`src/rtl/apc_pkg.sv`:
```
// shared types and constants for the amicable pair checker
package apc_pkg;

  localparam int IN_W = 16;
  localparam int SUM_W = 18;
  localparam logic [SUM_W-1:0] SUM_MAX = 18'h3ffff;

  typedef enum logic [2:0] {
    ST_IDLE   = 3'b001,
    ST_RUN    = 3'b010,
    ST_REPORT = 3'b100
  } state_t;

  typedef struct packed {
    logic load;
    logic step;
    logic report;
  } cmd_t;

  typedef struct packed {
    logic lanes_done;
  } stat_t;

endpackage

```
`src/rtl/apc_lane.sv`:
```
// proper divisor sum engine: trial divisors tracked by running quotient and remainder
module apc_lane #(
  parameter int NUMBER_WIDTH = 16
) (
  input  logic                    clk,
  input  logic                    rst,
  input  logic                    load,
  input  logic                    step,
  input  logic [NUMBER_WIDTH-1:0] number,
  output logic                    fin,
  output logic [NUMBER_WIDTH+2:0] sum,
  output logic [NUMBER_WIDTH-1:0] value
);

  localparam int W = NUMBER_WIDTH;
  localparam int SW = NUMBER_WIDTH + 3;

  logic [W-1:0]    n;
  logic [W-1:0]    d;
  logic [W-1:0]    q;
  logic signed [W:0] r;
  logic            r_neg;

  assign r_neg = r[W];
  assign value = n;

  // invariant: n == q * d + r once r is non-negative
  always_ff @(posedge clk) begin
    if (rst) begin
      n   <= '0;
      d   <= W'(1);
      q   <= '0;
      r   <= '0;
      sum <= '0;
      fin <= 1'b1;
    end else if (load) begin
      n   <= number;
      d   <= W'(1);
      q   <= number;
      r   <= '0;
      sum <= '0;
      fin <= (number == '0);
    end else if (step && !fin) begin
      if (r_neg) begin
        r <= r + $signed({1'b0, d});
        q <= q - W'(1);
      end else begin
        if (r == '0 && d != n) begin
          sum <= sum + SW'(d);
        end
        if (d == n) begin
          fin <= 1'b1;
        end else begin
          d <= d + W'(1);
          r <= r - $signed({1'b0, q});
        end
      end
    end
  end

`ifndef ASSERT_OFF
  a_rem_below_div: assert property (@(posedge clk) disable iff (rst)
    !r_neg |-> ($unsigned(r) < {1'b0, d}))
    else $error("remainder not below trial divisor");

  a_div_bounded: assert property (@(posedge clk) disable iff (rst)
    (n != '0) |-> (d <= n))
    else $error("trial divisor passed the number");

  a_fin_holds: assert property (@(posedge clk) disable iff (rst)
    (fin && !load) |=> fin)
    else $error("finished lane restarted without a load");
`endif

endmodule

```
`src/rtl/apc_datapath.sv`:
```
// datapath: two divisor sum lanes and the result register
module apc_datapath #(
  parameter int NUMBER_WIDTH = 16
) (
  input  logic                        clk,
  input  logic                        rst,
  input  apc_pkg::cmd_t               cmd,
  input  logic [NUMBER_WIDTH-1:0]     a,
  input  logic [NUMBER_WIDTH-1:0]     b,
  output apc_pkg::stat_t              stat,
  output logic                        done,
  output logic                        is_amicable,
  output logic                        bad_operand,
  output logic [apc_pkg::SUM_W-1:0]   first_divisor_sum,
  output logic [apc_pkg::SUM_W-1:0]   second_divisor_sum
);

  localparam int W = NUMBER_WIDTH;
  localparam int SW = NUMBER_WIDTH + 3;
  localparam int EW = (SW > apc_pkg::SUM_W) ? SW : apc_pkg::SUM_W;

  logic          fin_a, fin_b;
  logic [SW-1:0] sum_a, sum_b;
  logic [W-1:0]  na, nb;
  logic [EW-1:0] ext_a, ext_b;
  logic [apc_pkg::SUM_W-1:0] sat_a, sat_b;
  logic          bad;

  apc_lane #(.NUMBER_WIDTH(W)) u_lane_a (
    .clk(clk), .rst(rst), .load(cmd.load), .step(cmd.step),
    .number(a), .fin(fin_a), .sum(sum_a), .value(na)
  );

  apc_lane #(.NUMBER_WIDTH(W)) u_lane_b (
    .clk(clk), .rst(rst), .load(cmd.load), .step(cmd.step),
    .number(b), .fin(fin_b), .sum(sum_b), .value(nb)
  );

  assign stat.lanes_done = fin_a && fin_b;

  assign ext_a = EW'(sum_a);
  assign ext_b = EW'(sum_b);
  assign sat_a = (ext_a > EW'(apc_pkg::SUM_MAX)) ? apc_pkg::SUM_MAX
                                                 : ext_a[apc_pkg::SUM_W-1:0];
  assign sat_b = (ext_b > EW'(apc_pkg::SUM_MAX)) ? apc_pkg::SUM_MAX
                                                 : ext_b[apc_pkg::SUM_W-1:0];
  assign bad = (na == '0) || (nb == '0);

  always_ff @(posedge clk) begin
    if (rst) begin
      done <= 1'b0;
    end else begin
      done <= cmd.report;
    end
  end

  always_ff @(posedge clk) begin
    if (cmd.report) begin
      bad_operand        <= bad;
      is_amicable        <= !bad && (sum_a == SW'(nb)) && (sum_b == SW'(na));
      first_divisor_sum  <= sat_a;
      second_divisor_sum <= sat_b;
    end
  end

endmodule

```
`src/rtl/apc_ctrl.sv`:
```
// controller state machine: load, run the lanes, report one result
module apc_ctrl (
  input  logic           clk,
  input  logic           rst,
  input  logic           start,
  input  apc_pkg::stat_t stat,
  output apc_pkg::cmd_t  cmd,
  output logic           busy
);

  apc_pkg::state_t state, state_next;

  always_ff @(posedge clk) begin
    if (rst) begin
      state <= apc_pkg::ST_IDLE;
    end else begin
      state <= state_next;
    end
  end

  always_comb begin
    state_next = state;
    cmd        = '0;
    busy       = 1'b1;
    unique case (state)
      apc_pkg::ST_IDLE: begin
        busy = 1'b0;
        if (start) begin
          cmd.load   = 1'b1;
          state_next = apc_pkg::ST_RUN;
        end
      end
      apc_pkg::ST_RUN: begin
        cmd.step = 1'b1;
        if (stat.lanes_done) begin
          state_next = apc_pkg::ST_REPORT;
        end
      end
      apc_pkg::ST_REPORT: begin
        cmd.report = 1'b1;
        state_next = apc_pkg::ST_IDLE;
      end
      default: begin
        state_next = apc_pkg::ST_IDLE;
      end
    endcase
  end

endmodule

```
`src/rtl/amicable_pair_check.sv`:
```
// amicable pair checker top level: controller plus two-lane divisor sum datapath
// the time from start to done grows with the larger of first_number and second_number
// each lane makes one quotient/remainder update per cycle over every trial divisor
// throughput: one request at a time; busy stays high until the result is issued
// the result is shown for one cycle with done high; the receiver cannot stall it
// reset (rst, synchronous) returns the controller to idle and drops done
module amicable_pair_check #(
  parameter int NUMBER_WIDTH = 16
) (
  input  logic                             clk,
  input  logic                             rst,
  input  logic                             start,
  output logic                             busy,
  input  logic [apc_pkg::IN_W-1:0]         first_number,
  input  logic [apc_pkg::IN_W-1:0]         second_number,
  output logic                             done,
  output logic                             is_amicable,
  output logic                             bad_operand,
  output logic [apc_pkg::SUM_W-1:0]        first_divisor_sum,
  output logic [apc_pkg::SUM_W-1:0]        second_divisor_sum
);

  apc_pkg::cmd_t  cmd;
  apc_pkg::stat_t stat;
  logic [NUMBER_WIDTH-1:0] a, b;

  assign a = NUMBER_WIDTH'(first_number);
  assign b = NUMBER_WIDTH'(second_number);

  apc_ctrl u_ctrl (
    .clk(clk), .rst(rst), .start(start), .stat(stat), .cmd(cmd), .busy(busy)
  );

  apc_datapath #(.NUMBER_WIDTH(NUMBER_WIDTH)) u_datapath (
    .clk(clk), .rst(rst), .cmd(cmd), .a(a), .b(b), .stat(stat), .done(done),
    .is_amicable(is_amicable), .bad_operand(bad_operand),
    .first_divisor_sum(first_divisor_sum),
    .second_divisor_sum(second_divisor_sum)
  );

endmodule
```
`config.mk`:
```
export PLATFORM = sky130hd
export DESIGN_NAME = amicable_pair_check
export DESIGN_NICKNAME = d
export VERILOG_FILES = /design/src/rtl/apc_pkg.sv /design/src/rtl/apc_lane.sv /design/src/rtl/apc_datapath.sv /design/src/rtl/apc_ctrl.sv /design/src/rtl/amicable_pair_check.sv
export SDC_FILE = /design/constraint.sdc
export NUM_CORES = 1
export LEC_CHECK = 0
export BUFFER_PORTS_ARGS = -buffer_cell sky130_fd_sc_hd__buf_2
export CAP_MARGIN = 25
export CELL_PAD_IN_SITES_DETAIL_PLACEMENT = 1
export CELL_PAD_IN_SITES_GLOBAL_PLACEMENT = 1
export CORE_AREA = 2 2 180 182
export DETAILED_ROUTE_END_ITERATION = 8
export DIE_AREA = 0 0 182 184
export PLACE_DENSITY_LB_ADDON = 0.1
export SYNTH_ARGS = -nofsm -noshare
export SYNTH_HDL_FRONTEND = slang
export SYNTH_HIERARCHICAL = 1
export SYNTH_SLANG_ARGS = --single-unit
export TNS_END_PERCENT = 5
```
`constraint.sdc`:
```
create_clock -name clk -period 4.44 [get_ports clk]
set_input_delay 0.888 -clock clk [delete_from_list [all_inputs] [get_ports clk]]
set_output_delay 0.888 -clock clk [all_outputs]
set_load 0.01 [all_outputs]
```
---- Word level (Yosys, flattened, before mapping) ----
Cells that the tools add are included.
W data, S select, Z words.
word-level totals
  output and inout port bits .............. 40
  register bits after elaboration ......... 212
  input bits .............................. 35
  logic and storage cells ................. 112
operators by class
  bitwise logic cells ..................... 4
  add/sub/neg operators ................... 10
  reduce and logical (&&, ||, !) cells .... 35
  $lt $le $gt $ge ......................... 2
  muxes and demuxes ....................... 26
  equal/unequal tests ..................... 15
operators with widths
  kind                     number
  $mux W16                 6
  $mux W17                 4
  $logic_not A16 Y1        4
  $add A19 B16 Y19         2
  $eq A19 B16 Y1           2
  $gt A19 B18 Y1 const B   2
  $add A17 B17 Y17         2
  $logic_not A17 Y1        2
  $sub A17 B17 Y17         2
  $add A16 B1 Y16 const B  2
  $eq A16 B16 Y1           2
  $ne A16 B16 Y1           2
  $sub A16 B1 Y16 const B  2
  $reduce_and A3 Y1        6
  $mux W1                  13
  $reduce_bool A2 Y1       6
  $ne A2 B2 Y1 const B     5
  $reduce_and A2 Y1        5
  $logic_and A1 B1 Y1      7
  $mux W3                  2
  $pmux W3 S2              1
  $not A1 Y1               4
  $eq A3 B1 Y1 const B     1
  $eq A3 B2 Y1 const B     1
  other kinds (5)          7

---- Logic depth before layout (Yosys ltp) ----
  depth after elaboration ................. 5
  depth in mapped cells ................... 11
  mapped depth without buffers ............ 11

---- Modules after synthesis ----
The synthesis kept the hierarchy.
modules (own cells, without submodules)
  module                           seq. area each (um^2)  cells an instance  instances  area each (um^2)
  apc_lane at u_datapath.u_lane_a  1701.6                 746                1          6037.0
  apc_lane at u_datapath.u_lane_b  1701.6                 719                1          5909.4
  apc_datapath                     1161.1                 138                1          1858.0
  apc_ctrl                         60.1                   13                 1          136.4

---- Worst setup path after synthesis ----
OpenSTA, ideal clock, no wires.
  path kind ............................... reg-to-reg
  from .................................... reg u_ctrl.state[2]
  to ...................................... reg u_datapath.bad_operand, enable pin
  data arrival time ....................... 3288 ps
  setup time .............................. 490 ps
  cell stages (with the launch flop) ...... 2
  required time ........................... 3950 ps
  path slack .............................. 662 ps
  cell sequence ........................... dfxtp_1 > nor3b_1
RTL lines
  item                    RTL line            source
  start, declared         apc_ctrl.sv:11      apc_pkg::state_t state, state_next;
  start signal, assigned  apc_ctrl.sv:15      state <= apc_pkg::ST_IDLE;
  start signal, assigned  apc_ctrl.sv:17      state <= state_next;
  end signal, assigned    apc_datapath.sv:59  bad_operand <= bad;
  end, declared           apc_datapath.sv:13  output logic bad_operand,

---- Worst setup path in the final report ----
  from .................................... reg u_datapath.u_lane_b.d[1]
  to ...................................... reg u_datapath.u_lane_b.sum[18]
between the ends
  longest elaborated chain between the ends .. 3
ends and longest elaborated chain
  item                                                                      RTL line        source
  start, declared                                                           apc_lane.sv:19  logic [W-1:0] d;
  start signal, assigned                                                    apc_lane.sv:54  d <= d + W'(1);
  parallel branches: the longest is 3 deep, another holds $add A19 B16 Y19  n/a
  end signal, assigned                                                      apc_lane.sv:49  sum <= sum + SW'(d);
  end, declared                                                             apc_lane.sv:11  output logic [NUMBER_WIDTH+2:0] sum,
Parallel ways; which one is timed is not known.
A chain may end at the register's enable or synchronous reset.

==> impl_metrics.py <==
metrics = {
    "global_routing": {
        "grt_usage_pct": 26.5,
        "antenna_found_initial": 1,
        "grt_pass1_vias": 12200,
        "grt_pass1_wl_mm": 70.0,
        "overflow": 0,
        "grt_max_degree": 44,
    },
    "timing": {
        "slew_violations": 0,
        "tns_ns": 0,
        "fin_crit_ns": 3.13,
        "fmax_mhz": 319,
        "hold_viol_final": 0,
        "rsz0062_at_grt": "false",
        "setup_viol": 0,
        "timing.final.crit_share_pct": 70.6,
        "finalClockSkew_ns": 0.0160,
        "worst_slew_margin_rel_pct": 38.9,
        "worstMarginPinSlew_ns": 0.916,
    },
    "finish": {
        "final_common_cell": "dfxtp_1",
        "final_cells": 2103,
        "layout_common_cells": "dfxtp_1 (174), nor2_1 (151), a21oi_1 (139)",
        "syn_to_final_growth_pct": 11.9,
        "drive_gt1_share_pct": 12.3,
        "nFillCells": 3729,
        "antenna_cells": 0,
        "final_area_um2": 15600,
        "nets": 1823,
    },
    "setup_path": {
        "crit_chain": "xor2_1 > nor4_2 > a41oi_4 > and3_1 > o211ai_1 > a211oi_2 > xnor2_1 > nor2_1",
        "critPathTopFamily": "compound AO/OA/AOI/OAI gates",
        "cp_slowest_cell": "and3_1",
        "max_stage_delay_ns": 0.67,
        "startpoint_type": "register",
        "required_ns": 4.86,
        "critical_path_buf_inv_count": 0,
        "path_class": "register to register",
        "end_kind": "register",
        "worst_ep_arrival_time_ns": 3.55,
        "crit_fanout": 18,
    },
    "routing": {
        "route.met3.wl_mm": 2.26,
        "vias": 12300,
        "first_pass_iters": 5,
        "top_layer": "met5",
        "antenna_left": 0,
        "drc": 0,
        "wirelength_mm": 44.5,
        "wl_met1_mm": 21.7,
        "wl_met2_mm": 19.6,
        "wl_per_cell_um": 21.2,
        "drt_iter0_drc": 809,
        "routed_via_density": 5.86,
    },
    "placement": {
        "dp_cells": 2056,
        "place.gp.congestion": 0.836,
        "postPlaceCellArea_um2": 14700,
        "dp_hpwl_mm": 34.1,
        "port-buffer-count": 74,
    },
    "clock_network": {
        "clk_latency_ns": 0.54,
        "cts_setup_buffers": 0,
        "cts_buffer_depth": 3,
        "cts_resized": 0,
        "htreeDepth": 1,
        "cts_root_buf": "clkbuf_16",
        "clock_sinks": 212,
        "cts_buffers": 25,
        "cts_hold_buf": 0,
        "path_clk_slew_ns": 0.06,
        "cts_tree": "yes",
    },
    "floorplanning": {
        "ios": 75,
        "core.rowCount": 65,
        "initial_core_util_pct": 44.4,
        "die_area_um2": 33500,
        "die_w_um": 182,
        "core_um2": 31400,
        "die_y_um": 184,
    },
    "min_path": {
        "hold_class": "register to register",
    },
    "logic_synthesis": {
        "syn_area_per_cell_um2": 8.63,
        "synth_cell_types": 88,
        "synthAdderAreaFrac_pct": 9.84,
        "synth_area_um2": 13900,
        "synthCells": 1616,
        "syn_nets": 1757,
        "synth_xor_area_share_pct": 10.9,
        "ys_seq_area_share_pct": 33.2,
        "synthArstFlopShare_pct": 0,
        "muxShareOfSynthArea_pct": 2.51,
        "synthSimpleGateAreaFrac_pct": 21.2,
        "synth_edf_count": 38,
        "synth_top_family_by_area": "simple AND/OR/NAND/NOR gates",
        "yosysWarningCount": 6,
        "synth-seq-cells": 212,
        "synth-main-ff-cell": "dfxtp_1",
        "synth_compound_area_share_pct": 19.0,
    },
    "run_status": {
        "status": "finished, final reports clean",
    },
    "power_and_ir_drop": {
        "p_clk_share_pct": 45.3,
        "combPwrFrac_pct": 12.8,
        "power.density_nw_per_um2": 318,
        "p_int_uw": 3650,
        "vdd_drop_max_uv": 324,
        "power.share.sequential_pct": 41.9,
        "p_leak_uw": 0.00667,
        "p_sw_uw": 1300,
        "switching_share_pct": 26.3,
    },
    "flow_run": {
        "maxCapViolCount": 0,
    },
}
==> synthesized netlist by cell type (all sizes together) (6+ instances only) <==
master | count | area share [%]
dfxtp | 174 | 25
nor2 | 155 | 4.3
a21oi | 140 | 5.1
nand2 | 121 | 3.3
ha | 100 | 9.0
o21ai | 89 | 3.2
xor2 | 88 | 5.5
xnor2 | 85 | 5.3
inv | 67 | 1.8
nor4 | 46 | 2.3
or2 | 41 | 1.8
edfxtp | 38 | 8.2
clkbuf | 37 | 1.0
mux2i | 35 | 2.5
a21o | 31 | 1.7
nand4 | 31 | 1.7
nand3 | 29 | 1.1
nor2b | 28 | 1.3
a211oi | 27 | 1.6
nand2b | 25 | 1.1
nor3 | 22 | 0.99
and3 | 20 | 0.90
or3 | 17 | 0.76
a31oi | 14 | 0.63
o21a | 14 | 0.75
buf | 13 | 0.63
a22oi | 11 | 0.59
o211ai | 10 | 0.54
o21bai | 8 | 0.43
a211o | 7 | 0.44
o31ai | 7 | 0.38
a2111oi | 6 | 0.47
and2 | 6 | 0.29
fa | 6 | 0.86
==> path summary, 6_finish.rpt <==
path | slack, ns | from | depth (start not counted) | endpoint
max | 1.31 | u_datapath/u_lane_b/d[1]$_SDFFE_PP0P_ | 8 | u_datapath/u_lane_b/sum[18]$_SDFFE_PP0P_
min | 0.54 | u_datapath/u_lane_a/sum[16]$_SDFFE_PP0P_ | 2 | u_datapath/u_lane_a/sum[16]$_SDFFE_PP0P_
max reg2reg | 1.31 | u_datapath/u_lane_b/d[1]$_SDFFE_PP0P_ | 8 | u_datapath/u_lane_b/sum[18]$_SDFFE_PP0P_
min reg2reg | 0.54 | u_datapath/u_lane_a/sum[16]$_SDFFE_PP0P_ | 2 | u_datapath/u_lane_a/sum[16]$_SDFFE_PP0P_
==> power by group through the flow <==
stage               registers (µW)  logic, µW  clock network (µW)
global route                  2080        707                2370
floorplan                     2080        468                   0
detailed placement            2120        625                   0
CTS                           2070        634                2280
finish                        2080        636                2250
global placement              2110        611                   0
==> routing by layer <==
| metal | global-route usage [%] | vias up |
|---|---|---|
| li1 | - | 5977 |
| met5 | 0 | - |
| met1 | 38.5 | 6003 |
| met4 | 5.68 | 2 |
| met2 | 42.1 | 294 |
| met3 | 3.33 | 56 |
==> sequential cells by signal, summed over array words and instances (netlist names), 16 cells and up <==
signal and flops:
u_datapath/u_lane_a/value 16, u_datapath/u_lane_b/value 16, u_datapath/second_divisor_sum 18, u_datapath/u_lane_a/d 16, u_datapath/u_lane_b/sum 19, u_datapath/u_lane_a/r 17
u_datapath/u_lane_b/r 17, u_datapath/u_lane_a/q 16, u_datapath/u_lane_a/sum 19, u_datapath/u_lane_b/d 16, u_datapath/u_lane_b/q 16, u_datapath/first_divisor_sum 18
==> metrics by stage <==
step | utilization [%] | worst slack [ns] | hold slack (ns) | total power [µW]
6_report | 49.7 | 1.31 | 0.544 | 4960
5_1_grt | 49.7 | 1.16 | 0.563 | 5160
4_1_cts | 49.7 | 1.34 | 0.543 | 4990
3_5_place_dp | 46.8 | 1.40 | 0.528 | 2740
3_3_place_gp | 46.8 | 1.47 | 0.512 | 2720
2_1_floorplan | - | 0.662 | 0.468 | 2550
==> cells by family after synthesis <==
logic type | after synthesis
DFF | 212
muxes | 35
buffers and inverters | 117
and+or+nand+nor | 562
adders and majority gates | 106
xor gates and xnor gates | 173
AOI/OAI and AO/OA | 411
==> worst reg2reg max path, cell delays in order, from the launching register on <==
cell      delay (ns)
dfxtp_1         0.58
xor2_1          0.25
nor4_2          0.11
a41oi_4         0.59
and3_1          0.68
o211ai_1        0.30
a211oi_2        0.30
xnor2_1         0.15
nor2_1          0.06
==> cell type report <==
class	instances	area, µm²	share of cell area (%)
Sequential cell	212	4620	29.7
Inverter	67	251	1.61
Clock buffer	31	658	4.22
Timing Repair Buffer	89	483	3.10
Multi-Input combinational cell	1287	8850	56.8
Tap cell	402	503	3.23
Clock inverter	15	225	1.44
No activity file was read; power rests on OpenSTA's default activity.
